--- config.mk ---
export PLATFORM = sky130hd
export DESIGN_NAME = bmmd_decode
export DESIGN_NICKNAME = d
export VERILOG_FILES = /design/src/banked_memory_map_decoder_defines.svh /design/src/bmmd_pkg.sv /design/src/bmmd_decode.sv
export SDC_FILE = /design/constraint.sdc
export NUM_CORES = 1
export LEC_CHECK = 0
export ABC_AREA = 1
export BUFFER_PORTS_ARGS = -buffer_cell sky130_fd_sc_hd__buf_2
export CORE_MARGIN = 1.5
export CORE_UTILIZATION = 47
export DETAILED_ROUTE_END_ITERATION = 7
export GPL_TIMING_DRIVEN = 0
export PLACE_DENSITY = 0.83
export SYNTH_ARGS = -nofsm -noshare
export SYNTH_HDL_FRONTEND = slang
export SYNTH_SLANG_ARGS = --single-unit
--- constraint.sdc ---
create_clock -name vclk -period 1.5
set_input_delay 0.075 -clock vclk [all_inputs]
set_output_delay 0.075 -clock vclk [all_outputs]
set_load 0.05 [all_outputs]
--- src/banked_memory_map_decoder_defines.svh ---
// ----------------------------------------------------------------------------
// Banked memory map decoder assertion macros
// Shared concurrent assertion forms, clocked on clk and disabled in reset.
// ----------------------------------------------------------------------------
`ifndef BANKED_MEMORY_MAP_DECODER_DEFINES_SVH
`define BANKED_MEMORY_MAP_DECODER_DEFINES_SVH

// Check an implication or plain property every cycle out of reset.
`define BMMD_ASSERT(name, prop) \
    name: assert property (@(posedge clk) disable iff (!rst_n) prop) \
        else $error("bmmd assertion failed");

// Check that post holds in the cycle after pre.
`define BMMD_ASSERT_NEXT(name, pre, post) \
    name: assert property (@(posedge clk) disable iff (!rst_n) (pre) |=> (post)) \
        else $error("bmmd assertion failed");

`endif

--- src/bmmd_pkg.sv ---
// ----------------------------------------------------------------------------
// Banked memory map decoder package
// Types, codes and address constants shared by the decoder modules.
// ----------------------------------------------------------------------------
package bmmd_pkg;

    localparam int RAM_BYTES = 98304;
    localparam int ROM_BYTES = 65536;
    localparam int RAM_AW    = $clog2(RAM_BYTES);
    localparam int ROM_AW    = $clog2(ROM_BYTES);

    // RAM index before the range check: 16-bit address plus a 2-bit bank at bit 14
    localparam int RAM_IDX_W = 17;
    localparam logic [RAM_IDX_W:0] RAM_LIMIT = (RAM_IDX_W + 1)'(RAM_BYTES);

    typedef enum logic [1:0] {
        FUNC_READ      = 2'd0,
        FUNC_WRITE     = 2'd1,
        FUNC_POWER_OFF = 2'd2,
        FUNC_ROM_LOAD  = 2'd3
    } func_t;

    typedef enum logic [2:0] {
        TGT_NONE    = 3'd0,
        TGT_TIMER   = 3'd1,
        TGT_PORT5   = 3'd2,
        TGT_LCD     = 3'd3,
        TGT_TRIGGER = 3'd4
    } target_t;

    typedef enum logic [3:0] {
        ACT_NONE          = 4'd0,
        ACT_SWITCH_OFF    = 4'd1,
        ACT_PULSE_ON      = 4'd2,
        ACT_PULSE_OFF     = 4'd3,
        ACT_COUNTER_RESET = 4'd4,
        ACT_COUNTER_INC   = 4'd5,
        ACT_NMI_ON        = 4'd6,
        ACT_NMI_OFF       = 4'd7,
        ACT_BANK_RESET    = 4'd8,
        ACT_NEXT_RAM_BANK = 4'd9,
        ACT_NEXT_ROM_BANK = 4'd10
    } action_t;

    typedef enum logic [1:0] {
        RD_CONST = 2'd0,
        RD_RAM   = 2'd1,
        RD_ROM   = 2'd2
    } rd_sel_t;

    typedef enum logic [1:0] {
        CFG_RAM_LOW_LIMIT  = 2'd0,
        CFG_RAM_HIGH_LIMIT = 2'd1,
        CFG_RAM_BANK_COUNT = 2'd2,
        CFG_ROM_BANK_COUNT = 2'd3
    } cfg_index_t;

    typedef struct packed {
        func_t       func;
        logic [15:0] address;
        logic [7:0]  write_data;
    } item_t;

    typedef struct packed {
        logic [13:0] ram_low_limit;
        logic [14:0] ram_high_limit;
        logic [2:0]  ram_bank_count;
        logic [2:0]  rom_bank_count;
    } cfg_t;

    typedef struct packed {
        rd_sel_t           rd_sel;
        logic [7:0]        rd_const;
        target_t           target;
        logic [5:0]        treg;
        action_t           action;
        logic              cmp;
        logic              ram_we;
        logic [RAM_AW-1:0] ram_addr;
        logic              rom_we;
        logic [ROM_AW-1:0] rom_addr;
        logic [1:0]        ram_bank_next;
        logic [1:0]        rom_bank_next;
    } dec_t;

    typedef struct packed {
        logic              ram_we;
        logic              ram_re;
        logic [RAM_AW-1:0] ram_addr;
        logic              rom_we;
        logic              rom_re;
        logic [ROM_AW-1:0] rom_addr;
        logic [7:0]        wdata;
    } mem_req_t;

endpackage

--- src/bmmd_decode.sv ---
// ----------------------------------------------------------------------------
// Banked memory map decoder: address decode
// Decodes one registered bus item into result fields, store access and banks.
// ----------------------------------------------------------------------------
module bmmd_decode
    import bmmd_pkg::*;
(
    input  item_t      item,
    input  logic [1:0] ram_bank,
    input  logic [1:0] rom_bank,
    input  cfg_t       cfg,
    output dec_t       dec
);

    // Register window addresses
    localparam logic [5:0] REG_TIMER_CTRL  = 6'h08;
    localparam logic [5:0] REG_COUNTER_HI  = 6'h09;
    localparam logic [5:0] REG_COUNTER_LO  = 6'h0a;
    localparam logic [5:0] REG_CMP_HI      = 6'h0b;
    localparam logic [5:0] REG_CMP_LO      = 6'h0c;
    localparam logic [5:0] REG_TIMER_CTRL2 = 6'h0f;
    localparam logic [5:0] REG_SCRATCH_A   = 6'h10;
    localparam logic [5:0] REG_FIXED_20A   = 6'h11;
    localparam logic [5:0] REG_SCRATCH_B   = 6'h14;
    localparam logic [5:0] REG_PORT5       = 6'h15;
    localparam logic [5:0] REG_FIXED_FFA   = 6'h19;
    localparam logic [5:0] REG_FIXED_FFB   = 6'h1a;
    localparam logic [5:0] REG_FIXED_20B   = 6'h1b;

    localparam logic [15:0] BLOCK_MASK   = 16'hffe0;
    localparam logic [15:0] LCD_BASE     = 16'h0180;
    localparam logic [15:0] LCD_END      = 16'h01bf;
    localparam logic [15:0] TRIG_FIRST   = 16'h01c0;
    localparam logic [15:0] TRIG_LAST    = 16'h03ff;
    localparam logic [15:0] TRIG_OFF     = 16'h01c0;
    localparam logic [15:0] TRIG_P_ON    = 16'h0200;
    localparam logic [15:0] TRIG_P_OFF   = 16'h0240;
    localparam logic [15:0] TRIG_C_RST   = 16'h0300;
    localparam logic [15:0] TRIG_C_INC   = 16'h0340;
    localparam logic [15:0] TRIG_B_RST   = 16'h0360;
    localparam logic [15:0] TRIG_NMI_ON  = 16'h0380;
    localparam logic [15:0] TRIG_RAM_NXT = 16'h03a0;
    localparam logic [15:0] TRIG_NMI_OFF = 16'h03c0;
    localparam logic [15:0] TRIG_ROM_NXT = 16'h03e0;

    function automatic logic [1:0] bank_advance(input logic [1:0] bank,
                                                input logic [2:0] count);
        logic [2:0] nxt;
        begin
            nxt = {1'b0, bank} + 3'd1;
            if (count == 3'd0 || nxt >= count - 3'd1)
            begin
                bank_advance = 2'd0;
            end
            else
            begin
                bank_advance = nxt[1:0];
            end
        end
    endfunction

    logic [15:0]          a;
    logic [5:0]           a6;
    logic                 low_hit;
    logic                 banked_hit;
    logic [RAM_IDX_W-1:0] ram_idx;
    logic                 ram_ok;

    assign a  = item.address;
    assign a6 = a[5:0];

    assign low_hit    = (a <= 16'h00ff) ||
                        (a >= {2'b00, cfg.ram_low_limit} && a <= 16'h3fff);
    assign banked_hit = (a >= 16'h4000) && (a <= {1'b0, cfg.ram_high_limit});
    assign ram_idx    = (!low_hit && banked_hit)
                      ? {1'b0, a} + {1'b0, ram_bank, 14'd0}
                      : {1'b0, a};
    assign ram_ok     = {1'b0, ram_idx} < RAM_LIMIT;

    always_comb
    begin
        dec               = '0;
        dec.rd_sel        = RD_CONST;
        dec.target        = TGT_NONE;
        dec.action        = ACT_NONE;
        dec.ram_addr      = ram_idx[RAM_AW-1:0];
        dec.rom_addr      = a[ROM_AW-1:0];
        dec.ram_bank_next = ram_bank;
        dec.rom_bank_next = rom_bank;

        if (item.func == FUNC_POWER_OFF)
        begin
            dec.ram_bank_next = 2'd0;
            dec.rom_bank_next = 2'd0;
        end
        else if (item.func == FUNC_ROM_LOAD)
        begin
            dec.rom_we = 1'b1;
        end
        else if (a <= 16'h003f)
        begin
            if (item.func == FUNC_READ)
            begin
                if (a6 inside {REG_TIMER_CTRL, REG_COUNTER_LO, REG_CMP_HI, REG_CMP_LO,
                               REG_TIMER_CTRL2, REG_SCRATCH_A, REG_SCRATCH_B})
                begin
                    dec.rd_sel = RD_RAM;
                end
                else if (a6 == REG_COUNTER_HI)
                begin
                    dec.target = TGT_TIMER;
                    dec.treg   = a6;
                end
                else if (a6 == REG_PORT5)
                begin
                    dec.target = TGT_PORT5;
                    dec.treg   = a6;
                end
                else if (a6 inside {REG_FIXED_20A, REG_FIXED_20B})
                begin
                    dec.rd_const = 8'h20;
                end
                else if (a6 inside {REG_FIXED_FFA, REG_FIXED_FFB})
                begin
                    dec.rd_const = 8'hff;
                end
            end
            else
            begin
                if (a6 inside {REG_TIMER_CTRL, REG_COUNTER_HI, REG_COUNTER_LO,
                               REG_TIMER_CTRL2})
                begin
                    dec.target = TGT_TIMER;
                    dec.treg   = a6;
                end
                else if (a6 inside {REG_CMP_HI, REG_CMP_LO})
                begin
                    dec.ram_we = 1'b1;
                    dec.cmp    = 1'b1;
                end
                else if (a6 inside {REG_SCRATCH_A, REG_SCRATCH_B})
                begin
                    dec.ram_we = 1'b1;
                end
            end
        end
        else if (a >= LCD_BASE && a <= LCD_END)
        begin
            // Upper half of the window is a gap: no target, no store access
            if ((a & BLOCK_MASK) == LCD_BASE)
            begin
                dec.target = TGT_LCD;
                dec.treg   = {5'd0, a[0]};
            end
        end
        else if (a >= TRIG_FIRST && a <= TRIG_LAST)
        begin
            case (a & BLOCK_MASK)
                TRIG_OFF:     dec.action = ACT_SWITCH_OFF;
                TRIG_P_ON:    dec.action = ACT_PULSE_ON;
                TRIG_P_OFF:   dec.action = ACT_PULSE_OFF;
                TRIG_C_RST:   dec.action = ACT_COUNTER_RESET;
                TRIG_C_INC:   dec.action = ACT_COUNTER_INC;
                TRIG_B_RST:
                begin
                    dec.action        = ACT_BANK_RESET;
                    dec.ram_bank_next = 2'd0;
                    dec.rom_bank_next = 2'd0;
                end
                TRIG_NMI_ON:  dec.action = ACT_NMI_ON;
                TRIG_RAM_NXT:
                begin
                    dec.action        = ACT_NEXT_RAM_BANK;
                    dec.ram_bank_next = bank_advance(ram_bank, cfg.ram_bank_count);
                end
                TRIG_NMI_OFF: dec.action = ACT_NMI_OFF;
                TRIG_ROM_NXT:
                begin
                    dec.action        = ACT_NEXT_ROM_BANK;
                    dec.rom_bank_next = bank_advance(rom_bank, cfg.rom_bank_count);
                end
                default:      dec.action = ACT_NONE;
            endcase
            if (dec.action != ACT_NONE)
            begin
                dec.target = TGT_TRIGGER;
            end
        end
        else if (item.func == FUNC_READ)
        begin
            if (low_hit || banked_hit)
            begin
                if (ram_ok)
                begin
                    dec.rd_sel = RD_RAM;
                end
            end
            else if (a[15:14] == 2'b10)
            begin
                case (rom_bank)
                    2'd0:
                    begin
                        dec.rd_sel   = RD_ROM;
                        dec.rom_addr = {2'b00, a[13:0]};
                    end
                    2'd1:
                    begin
                        dec.rd_sel   = RD_ROM;
                        dec.rom_addr = a;
                    end
                    2'd2:
                    begin
                        dec.rd_sel   = RD_ROM;
                        dec.rom_addr = {2'b11, a[13:0]};
                    end
                    default:
                    begin
                        dec.rd_sel = RD_CONST;
                    end
                endcase
            end
            else if (a[15:14] == 2'b11)
            begin
                dec.rd_sel   = RD_ROM;
                dec.rom_addr = {2'b01, a[13:0]};
            end
        end
        else
        begin
            dec.ram_we = (low_hit || banked_hit) && ram_ok;
        end
    end

endmodule

==> impl_metrics.env, run 1 <==
export IMPL_syn_inst=374
export IMPL_synth_cell_types=40
export IMPL_yosysWarnings=0
export IMPL_worst_endpoint="dec[61]"
export IMPL_synth_top_area_share_pct=24.0
export IMPL_gp_congestion=0.875
export IMPL_io_buffers=118
export IMPL_ioPinCount=128
export IMPL_toolErrorMsg="[ERROR DPL-0038] Utilization greater than 100%, impossible to legalize"
export IMPL_synth_fp_nets=483
export IMPL_initial_core_util_pct=50.1
export IMPL_worstEndpointType="primary output"
export IMPL_grt_start_max_net_pins=11
export IMPL_netlist_top_cells_area="ha_1 (24%), inv_1 (12%), buf_4 (12%), nand2_1 (12%), nor2_1 (6.9%)"
export IMPL_synth_area_um2=2240
export IMPL_fp_dieH_um=72.1
export IMPL_yosysSeqAreaShare_pct=0
export IMPL_syn_avg_cell_area_um2=5.99
export IMPL_postPlaceCellArea_um2=3170
export IMPL_place_ws_ns=-0.500
export IMPL_synth_top_cell_by_area="ha_1"
export IMPL_die_w_um=72.1
export IMPL_haltStage="global routing"
export IMPL_hpwl_mm=5.33
export IMPL_status="aborted with a tool error"
export IMPL_rows=24
==> per-stage QoR <==
step                setup TNS, ns  instances  hold slack, ns
detailed placement          -7.19        544           0.600
global placement            -7.05        544           0.598
CTS                         -1.93        569           0.552
floorplan                   -2.03        374           0.244
==> cell families after synthesis <==
logic type	synth area share [%]
xor+xnor	0.782
buf+inv	24.8
simple gates	36.3
other cells	0.167
fa+ha+maj	24.9
compound gates	13.0
==> cells in the mapped netlist, types with 2 or more instances <==
cell type	number
a31oi_1	2
inv_2	4
buf_4	35
nor3_2	3
nor2_1	41
ha_1	43
nand3_1	21
nand2_1	69
nand3_4	2
nor2_4	2
a21boi_0	3
xnor2_1	2
nor3_1	7
nand4_1	9
nor2_2	3
o21ai_1	2
a21oi_1	21
nand3_2	2
o21ai_0	9
inv_1	73
a21oi_2	2
==> timing repair <==
item,4_1_cts
pin swaps,43
endpoints found under the setup margin,29
hold buffers,0
gates resized for setup,176
buffers inserted,25
==> inputs of run 2 (changes only) <==
- CORE_UTILIZATION: 47 -> 40
- PLACE_DENSITY: 0.83 -> unset
- PLACE_DENSITY_LB_ADDON: unset -> 0.15
==> impl_metrics.env, run 2 <==
export IMPL_gr_usage_met1_pct=26.2
export IMPL_crit_slowest_cell="nand3b_4"
export IMPL_grt_pass1_wl_mm=11.4
export IMPL_mostFrequentLayoutCells="buf_2 (64), buf_4 (61), nand2_1 (58)"
export IMPL_synth_top_cell_by_area="ha_1"
export IMPL_wl_per_cell_um=12.3
export IMPL_first_pass_iters=5
export IMPL_endpoint_kind="output port"
export IMPL_required_ns=1.42
export IMPL_synth_fp_nets=483
export IMPL_vias_per_cell=4.87
export IMPL_die_area_um2=6060
export IMPL_rows=27
export IMPL_worst_pin_slew_ns=0.555
export IMPL_hold_end="dec[0]"
export IMPL_drive_gt1_share_pct=58.6
export IMPL_drc=0
export IMPL_crit_path_max_incr_delay_ns=0.25
export IMPL_seqCellArea_um2=0
export IMPL_io_buffers=118
export IMPL_ioPinCount=128
export IMPL_critPathMaxFanout=5
export IMPL_grt_usage_pct=21.8
export IMPL_routed_wl_mm=7.31
export IMPL_vias=2894
export IMPL_design_area_um2=4330
export IMPL_syn_avg_cell_area_um2=5.99
export IMPL_final_nets=633
export IMPL_gr_total_overflow=0
export IMPL_netlist_top_cells_area="ha_1 (24%), inv_1 (12%), buf_4 (12%), nand2_1 (12%), nor2_1 (6.9%)"
export IMPL_final_cell_count_no_fill=594
export IMPL_utilization_pct=79.5
export IMPL_grt_start_max_net_pins=11
export IMPL_yosysMostFrequentCell="inv_1"
export IMPL_layout_commonest_cell="buf_2"
export IMPL_hold_class="primary input to output port"
export IMPL_path_cells="buf_2 -> nor2_4 -> nand2_4 -> nor2_2 -> nand3_2 -> nand3b_4 -> nor3_4 -> nor2_2 -> a211oi_4 -> buf_6"
export IMPL_max_slew_margin_pct=62.8
export IMPL_violations="negative setup slack"
export IMPL_area_delta_synth_final_pct=93.0
export IMPL_synth_cell_types=40
export IMPL_finalSetupViolCount=20
export IMPL_synth_area_um2=2240
export IMPL_synth_xor_xnor_area_share_pct=0.782
export IMPL_crit_family="simple AND/OR/NAND/NOR gates"
export IMPL_setup_worst_path_class="primary input to output port"
export IMPL_synthMuxAreaShare_pct=0
export IMPL_synth_top_family_by_area="simple AND/OR/NAND/NOR gates"
export IMPL_power_leakage_uw=0.00218
export IMPL_fin_crit_ns=1.72
export IMPL_gr_usage_met3_pct=1.53
export IMPL_hpwl_mm=5.19
export IMPL_cp_arrival_ns=1.64
export IMPL_synth_fa_ha_area_share_pct=24.9
export IMPL_grt_pass1_vias=2789
export IMPL_hold_depth=4
export IMPL_grt_busiest_layer="met2"
export IMPL_min_period_over_period_pct=114
export IMPL_synth_simple_gate_area_share_pct=36.3
export IMPL_seq_cell_count=0
export IMPL_antenna_found_initial=0
export IMPL_postPlaceCellArea_um2=3190
export IMPL_holdBufCountCts=0
export IMPL_syn_inst=374
export IMPL_initial_core_util_pct=41.2
export IMPL_dp_cells=564
export IMPL_max_clock_freq_mhz=583
export IMPL_ant_nets=0
export IMPL_yosysWarnings=0
export IMPL_status="finished with violations"
export IMPL_grt_use_met2_pct=43.0
export IMPL_synth_top_area_share_pct=24.0
export IMPL_total_power_uw=1230
export IMPL_hold_viol_final=0
export IMPL_setup_ws_ns=-0.217
export IMPL_gp_congestion=0.916
export IMPL_critPathMostFrequentCell="nor2_2"
export IMPL_slew_violations=0
export IMPL_cap_violations=0
export IMPL_worst_setup_path_start_kind="primary input"
export IMPL_coreArea_um2=5440
export IMPL_n_antenna_cell=0
export IMPL_grt_setup_unrepaired="yes"
export IMPL_die_w_um=77.9
export IMPL_ys_top_cells_by_count="inv_1 (73), nand2_1 (69), ha_1 (43), nor2_1 (41), buf_4 (35)"
export IMPL_peakVddDrop_v=0.000208
export IMPL_n_clock_buffer=0
export IMPL_p_per_area_nw_per_um2=285
export IMPL_synth_compound_area_share_pct=13.0
export IMPL_yosysSeqAreaShare_pct=0
export IMPL_hp_start="rom_bank[0]"
export IMPL_crit_buf_inv=2
export IMPL_fp_dieH_um=77.9
export IMPL_drtIter0Drc=100
-- run 2: cell counts after synthesis --
Identical to the previous run, type by type.
-- run 2: how the worst max path moves through the flow --
stage                      startpoint       to  slack (ns)  depth (start not counted)
after detailed placement     item[19]  dec[61]       -0.45                         11
final                        item[23]   dec[2]       -0.22                         10
after CTS                 rom_bank[0]   dec[1]       -0.27                         10
after global placement       item[19]  dec[61]       -0.42                         11
after floorplan              item[23]  dec[58]       -0.20                          9
after global routing         item[23]   dec[2]       -0.31                         10
-- run 2: per-stage QoR --
| stage | hold slack [ns] | setup slack [ns] | setup TNS [ns] |
|---|---|---|---|
| 5_1_grt | 0.582 | -0.309 | -5.13 |
| 3_5_place_dp | 0.606 | -0.448 | -7.37 |
| 2_1_floorplan | 0.244 | -0.196 | -2.03 |
| 4_1_cts | 0.574 | -0.273 | -2.76 |
| 6_report | 0.572 | -0.217 | -2.89 |
| 3_3_place_gp | 0.607 | -0.422 | -6.86 |
-- run 2: cells by family (layout without fill, tap and decap cells) --
| group | count (synthesis) | after routing |
|---|---|---|
| compound gates | 48 | 48 |
| xor+xnor | 2 | 2 |
| fa+ha+maj | 44 | 44 |
| buf+inv | 113 | 261 |
| other cells | 1 | 1 |
| simple gates | 166 | 166 |
-- run 2: worst min-delay path, cell delays in order --
cell     delay, ns
buf_12        0.08
buf_4         0.14
a21oi_4       0.06
buf_6         0.14
-- run 2: layer usage --
metal	wire length (um)	up-vias
li1	-	1471
met1	3030	1304
met2	3810	111
met3	394	8
met4	74	0
met5	0	-
-- run 2: repair_timing --
action,in CTS,in global routing
setup endpoints to repair,30,29
resized for setup,166,57
buffers inserted,25,5
pin swaps,44,27
-- run 2: final cells by class --
class              count  area (um2)
well taps             72        90.1
inverters             77         337
fillers              373        1110
plain buffers         36         290
multi-input cells    261        2350
repair buffers       148        1260
-- run 2: power breakdown --
part | leakage [uW] | total [uW] | internal, uW | switching (uW)
sequential | 0 | 0 | 0 | 0
clock | 0 | 0 | 0 | 0
combinational | 0.00218 | 1230 | 518 | 714
total | 0.00218 | 1230 | 518 | 714
(Power assumes the default switching activity.)
==> inputs of run 3 (changes only) <==
- ABC_AREA: 1 -> unset
==> impl_metrics.env, run 3 <==
export IMPL_seqCellArea_um2=0
export IMPL_timing_hold_ws_ns=0.575
export IMPL_synth_fp_nets=413
export IMPL_netlist_top_cells_area="ha_1 (26%), buf_4 (13%), inv_1 (7.5%), a21oi_1 (4.5%), nor2_1 (4.3%)"
export IMPL_n_clock_buffer=0
export IMPL_worst_pin_slew_ns=0.863
export IMPL_min_period_over_period_pct=133
export IMPL_max_slew_margin_pct=42.4
export IMPL_die_w_um=75.5
export IMPL_grt_pass1_wl_mm=10.8
export IMPL_area_delta_synth_final_pct=101
export IMPL_ant_nets=0
export IMPL_hpwl_mm=5.10
export IMPL_slew_violations=0
export IMPL_io_buffers=118
export IMPL_syn_avg_cell_area_um2=6.91
export IMPL_max_clock_freq_mhz=503
export IMPL_grt_usage_pct=23.6
export IMPL_fillers=297
export IMPL_first_pass_iters=4
export IMPL_required_ns=1.42
export IMPL_n_antenna_cell=0
export IMPL_setup_worst_path_class="primary input to output port"
export IMPL_peakVddDrop_v=0.000227
export IMPL_cp_arrival_ns=1.91
export IMPL_violations="negative setup slack"
export IMPL_syn_inst=304
export IMPL_status="finished with violations"
export IMPL_drtIter0Drc=198
export IMPL_power_leakage_uw=0.00198
export IMPL_dp_cells=492
export IMPL_critPathMaxFanout=3
export IMPL_endpoint_kind="output port"
export IMPL_hp_start="item[21]"
export IMPL_gp_congestion=0.905
export IMPL_yosysMostFrequentCell="ha_1"
export IMPL_final_nets=563
export IMPL_drive_gt1_share_pct=64.6
export IMPL_coreArea_um2=5070
export IMPL_gr_total_overflow=0
export IMPL_mostFrequentLayoutCells="buf_2 (71), buf_4 (53), buf_6 (35)"
export IMPL_grt_start_max_net_pins=13
export IMPL_p_per_area_nw_per_um2=295
export IMPL_seq_cell_count=0
export IMPL_hold_depth=3
export IMPL_final_cell_count_no_fill=522
export IMPL_die_area_um2=5690
export IMPL_yosysSeqAreaShare_pct=0
export IMPL_fp_dieH_um=75.5
export IMPL_synth_area_um2=2100
export IMPL_vias=2804
export IMPL_vias_per_cell=5.37
export IMPL_rows=26
export IMPL_hold_viol_final=0
export IMPL_initial_core_util_pct=41.4
export IMPL_antenna_found_initial=0
export IMPL_hold_end="dec[17]"
export IMPL_grt_pass1_vias=2406
export IMPL_worst_setup_path_start_kind="primary input"
export IMPL_routed_wl_mm=8.28
export IMPL_wl_per_cell_um=15.9
export IMPL_layout_commonest_cell="buf_2"
export IMPL_hold_class="primary input to output port"
export IMPL_ioPinCount=128
export IMPL_fin_crit_ns=1.99
export IMPL_finalSetupViolCount=31
export IMPL_grt_setup_unrepaired="yes"
export IMPL_setup_ws_ns=-0.489
export IMPL_synth_cell_types=54
export IMPL_yosysWarnings=0
export IMPL_ys_top_cells_by_count="ha_1 (43), inv_1 (42), buf_4 (35), nor2_1 (24), a21oi_1 (19)"
export IMPL_synth_top_area_share_pct=25.6
export IMPL_synth_top_cell_by_area="ha_1"
export IMPL_drc=0
export IMPL_fin_tns_setup_ns=-10.04
export IMPL_place_ws_ns=-0.823
export IMPL_cap_violations=0
## run 3: cell types whose count changed after synthesis, moves of 6 or more
cell | previous run | this run
nand2_1 | 69 | 15
inv_1 | 73 | 42
nand3_1 | 21 | 3
nor2_1 | 41 | 24
nor2b_1 | 0 | 10
clkbuf_1 | 0 | 7
o21ai_0 | 9 | 16
nand2b_1 | 0 | 6
## run 3: worst max-delay path by stage
| stage | endpoint | from |
|---|---|---|
| floorplan | dec[38] | cfg[12] |
| global placement | dec[38] | cfg[12] |
| detailed placement | dec[38] | cfg[12] |
| CTS | dec[38] | item[22] |
| global route | dec[38] | cfg[20] |
| finish | dec[38] | item[22] |
## run 3: cell families (layout without fill, tap and decap cells)
group,count (synthesis),in the layout,synth area share (%)
compound gates,66,66,20.4
xor+xnor,3,3,1.25
other cells,1,1,0.179
buf+inv,85,233,21.8
simple gates,102,102,28.2
fa+ha+maj,44,44,26.6
mux,3,3,1.49
## run 3: metrics by stage
step	cell area [um2]	total power, uW	util [%]
5_1_grt	4230	1330	83.3
3_3_place_gp	3130	909	61.7
4_1_cts	3840	1120	75.7
2_1_floorplan	2450	672	-
6_report	4230	1250	83.3
3_5_place_dp	3130	930	61.7
## run 3: metal layers
| layer | GRT usage [%] | part of all wire, % | vias to the layer above |
|---|---|---|---|
| li1 | - | - | 1328 |
| met1 | 30.6 | 38 | 1323 |
| met2 | 44.3 | 55 | 129 |
| met3 | 0.529 | 4.2 | 24 |
| met4 | 3.57 | 2.6 | 0 |
| met5 | 0 | 0 | - |
## run 3: repair_timing
item                                    4_1_cts  5_1_grt
buffers inserted                             16       14
pin swaps                                    37       30
gates resized for setup                     141       69
hold buffers                                  0        0
endpoints found under the setup margin       29       33
## run 3: critical path: stages
cell      delay [ns]
buf_12          0.10
ha_4            0.27
nand4b_4        0.13
nor4_4          0.34
nor3b_4         0.27
a31oi_4         0.08
buf_12          0.16
nor3_4          0.22
o31ai_4         0.11
buf_6           0.16
## run 3: where the power goes
| part | internal, uW | total, uW | switching, uW |
|---|---|---|---|
| Sequential | 0 | 0 | 0 |
| Clock | 0 | 0 | 0 |
| Combinational | 522 | 1250 | 724 |
## run 3: cell type report
| class | count | area, um2 | area share (%) |
|---|---|---|---|
| repair buffers | 148 | 1240 | 29.4 |
| plain buffers | 43 | 362 | 8.55 |
| well taps | 70 | 87.6 | 2.07 |
| inverters | 42 | 190 | 4.50 |
| multi-input cells | 219 | 2350 | 55.5 |
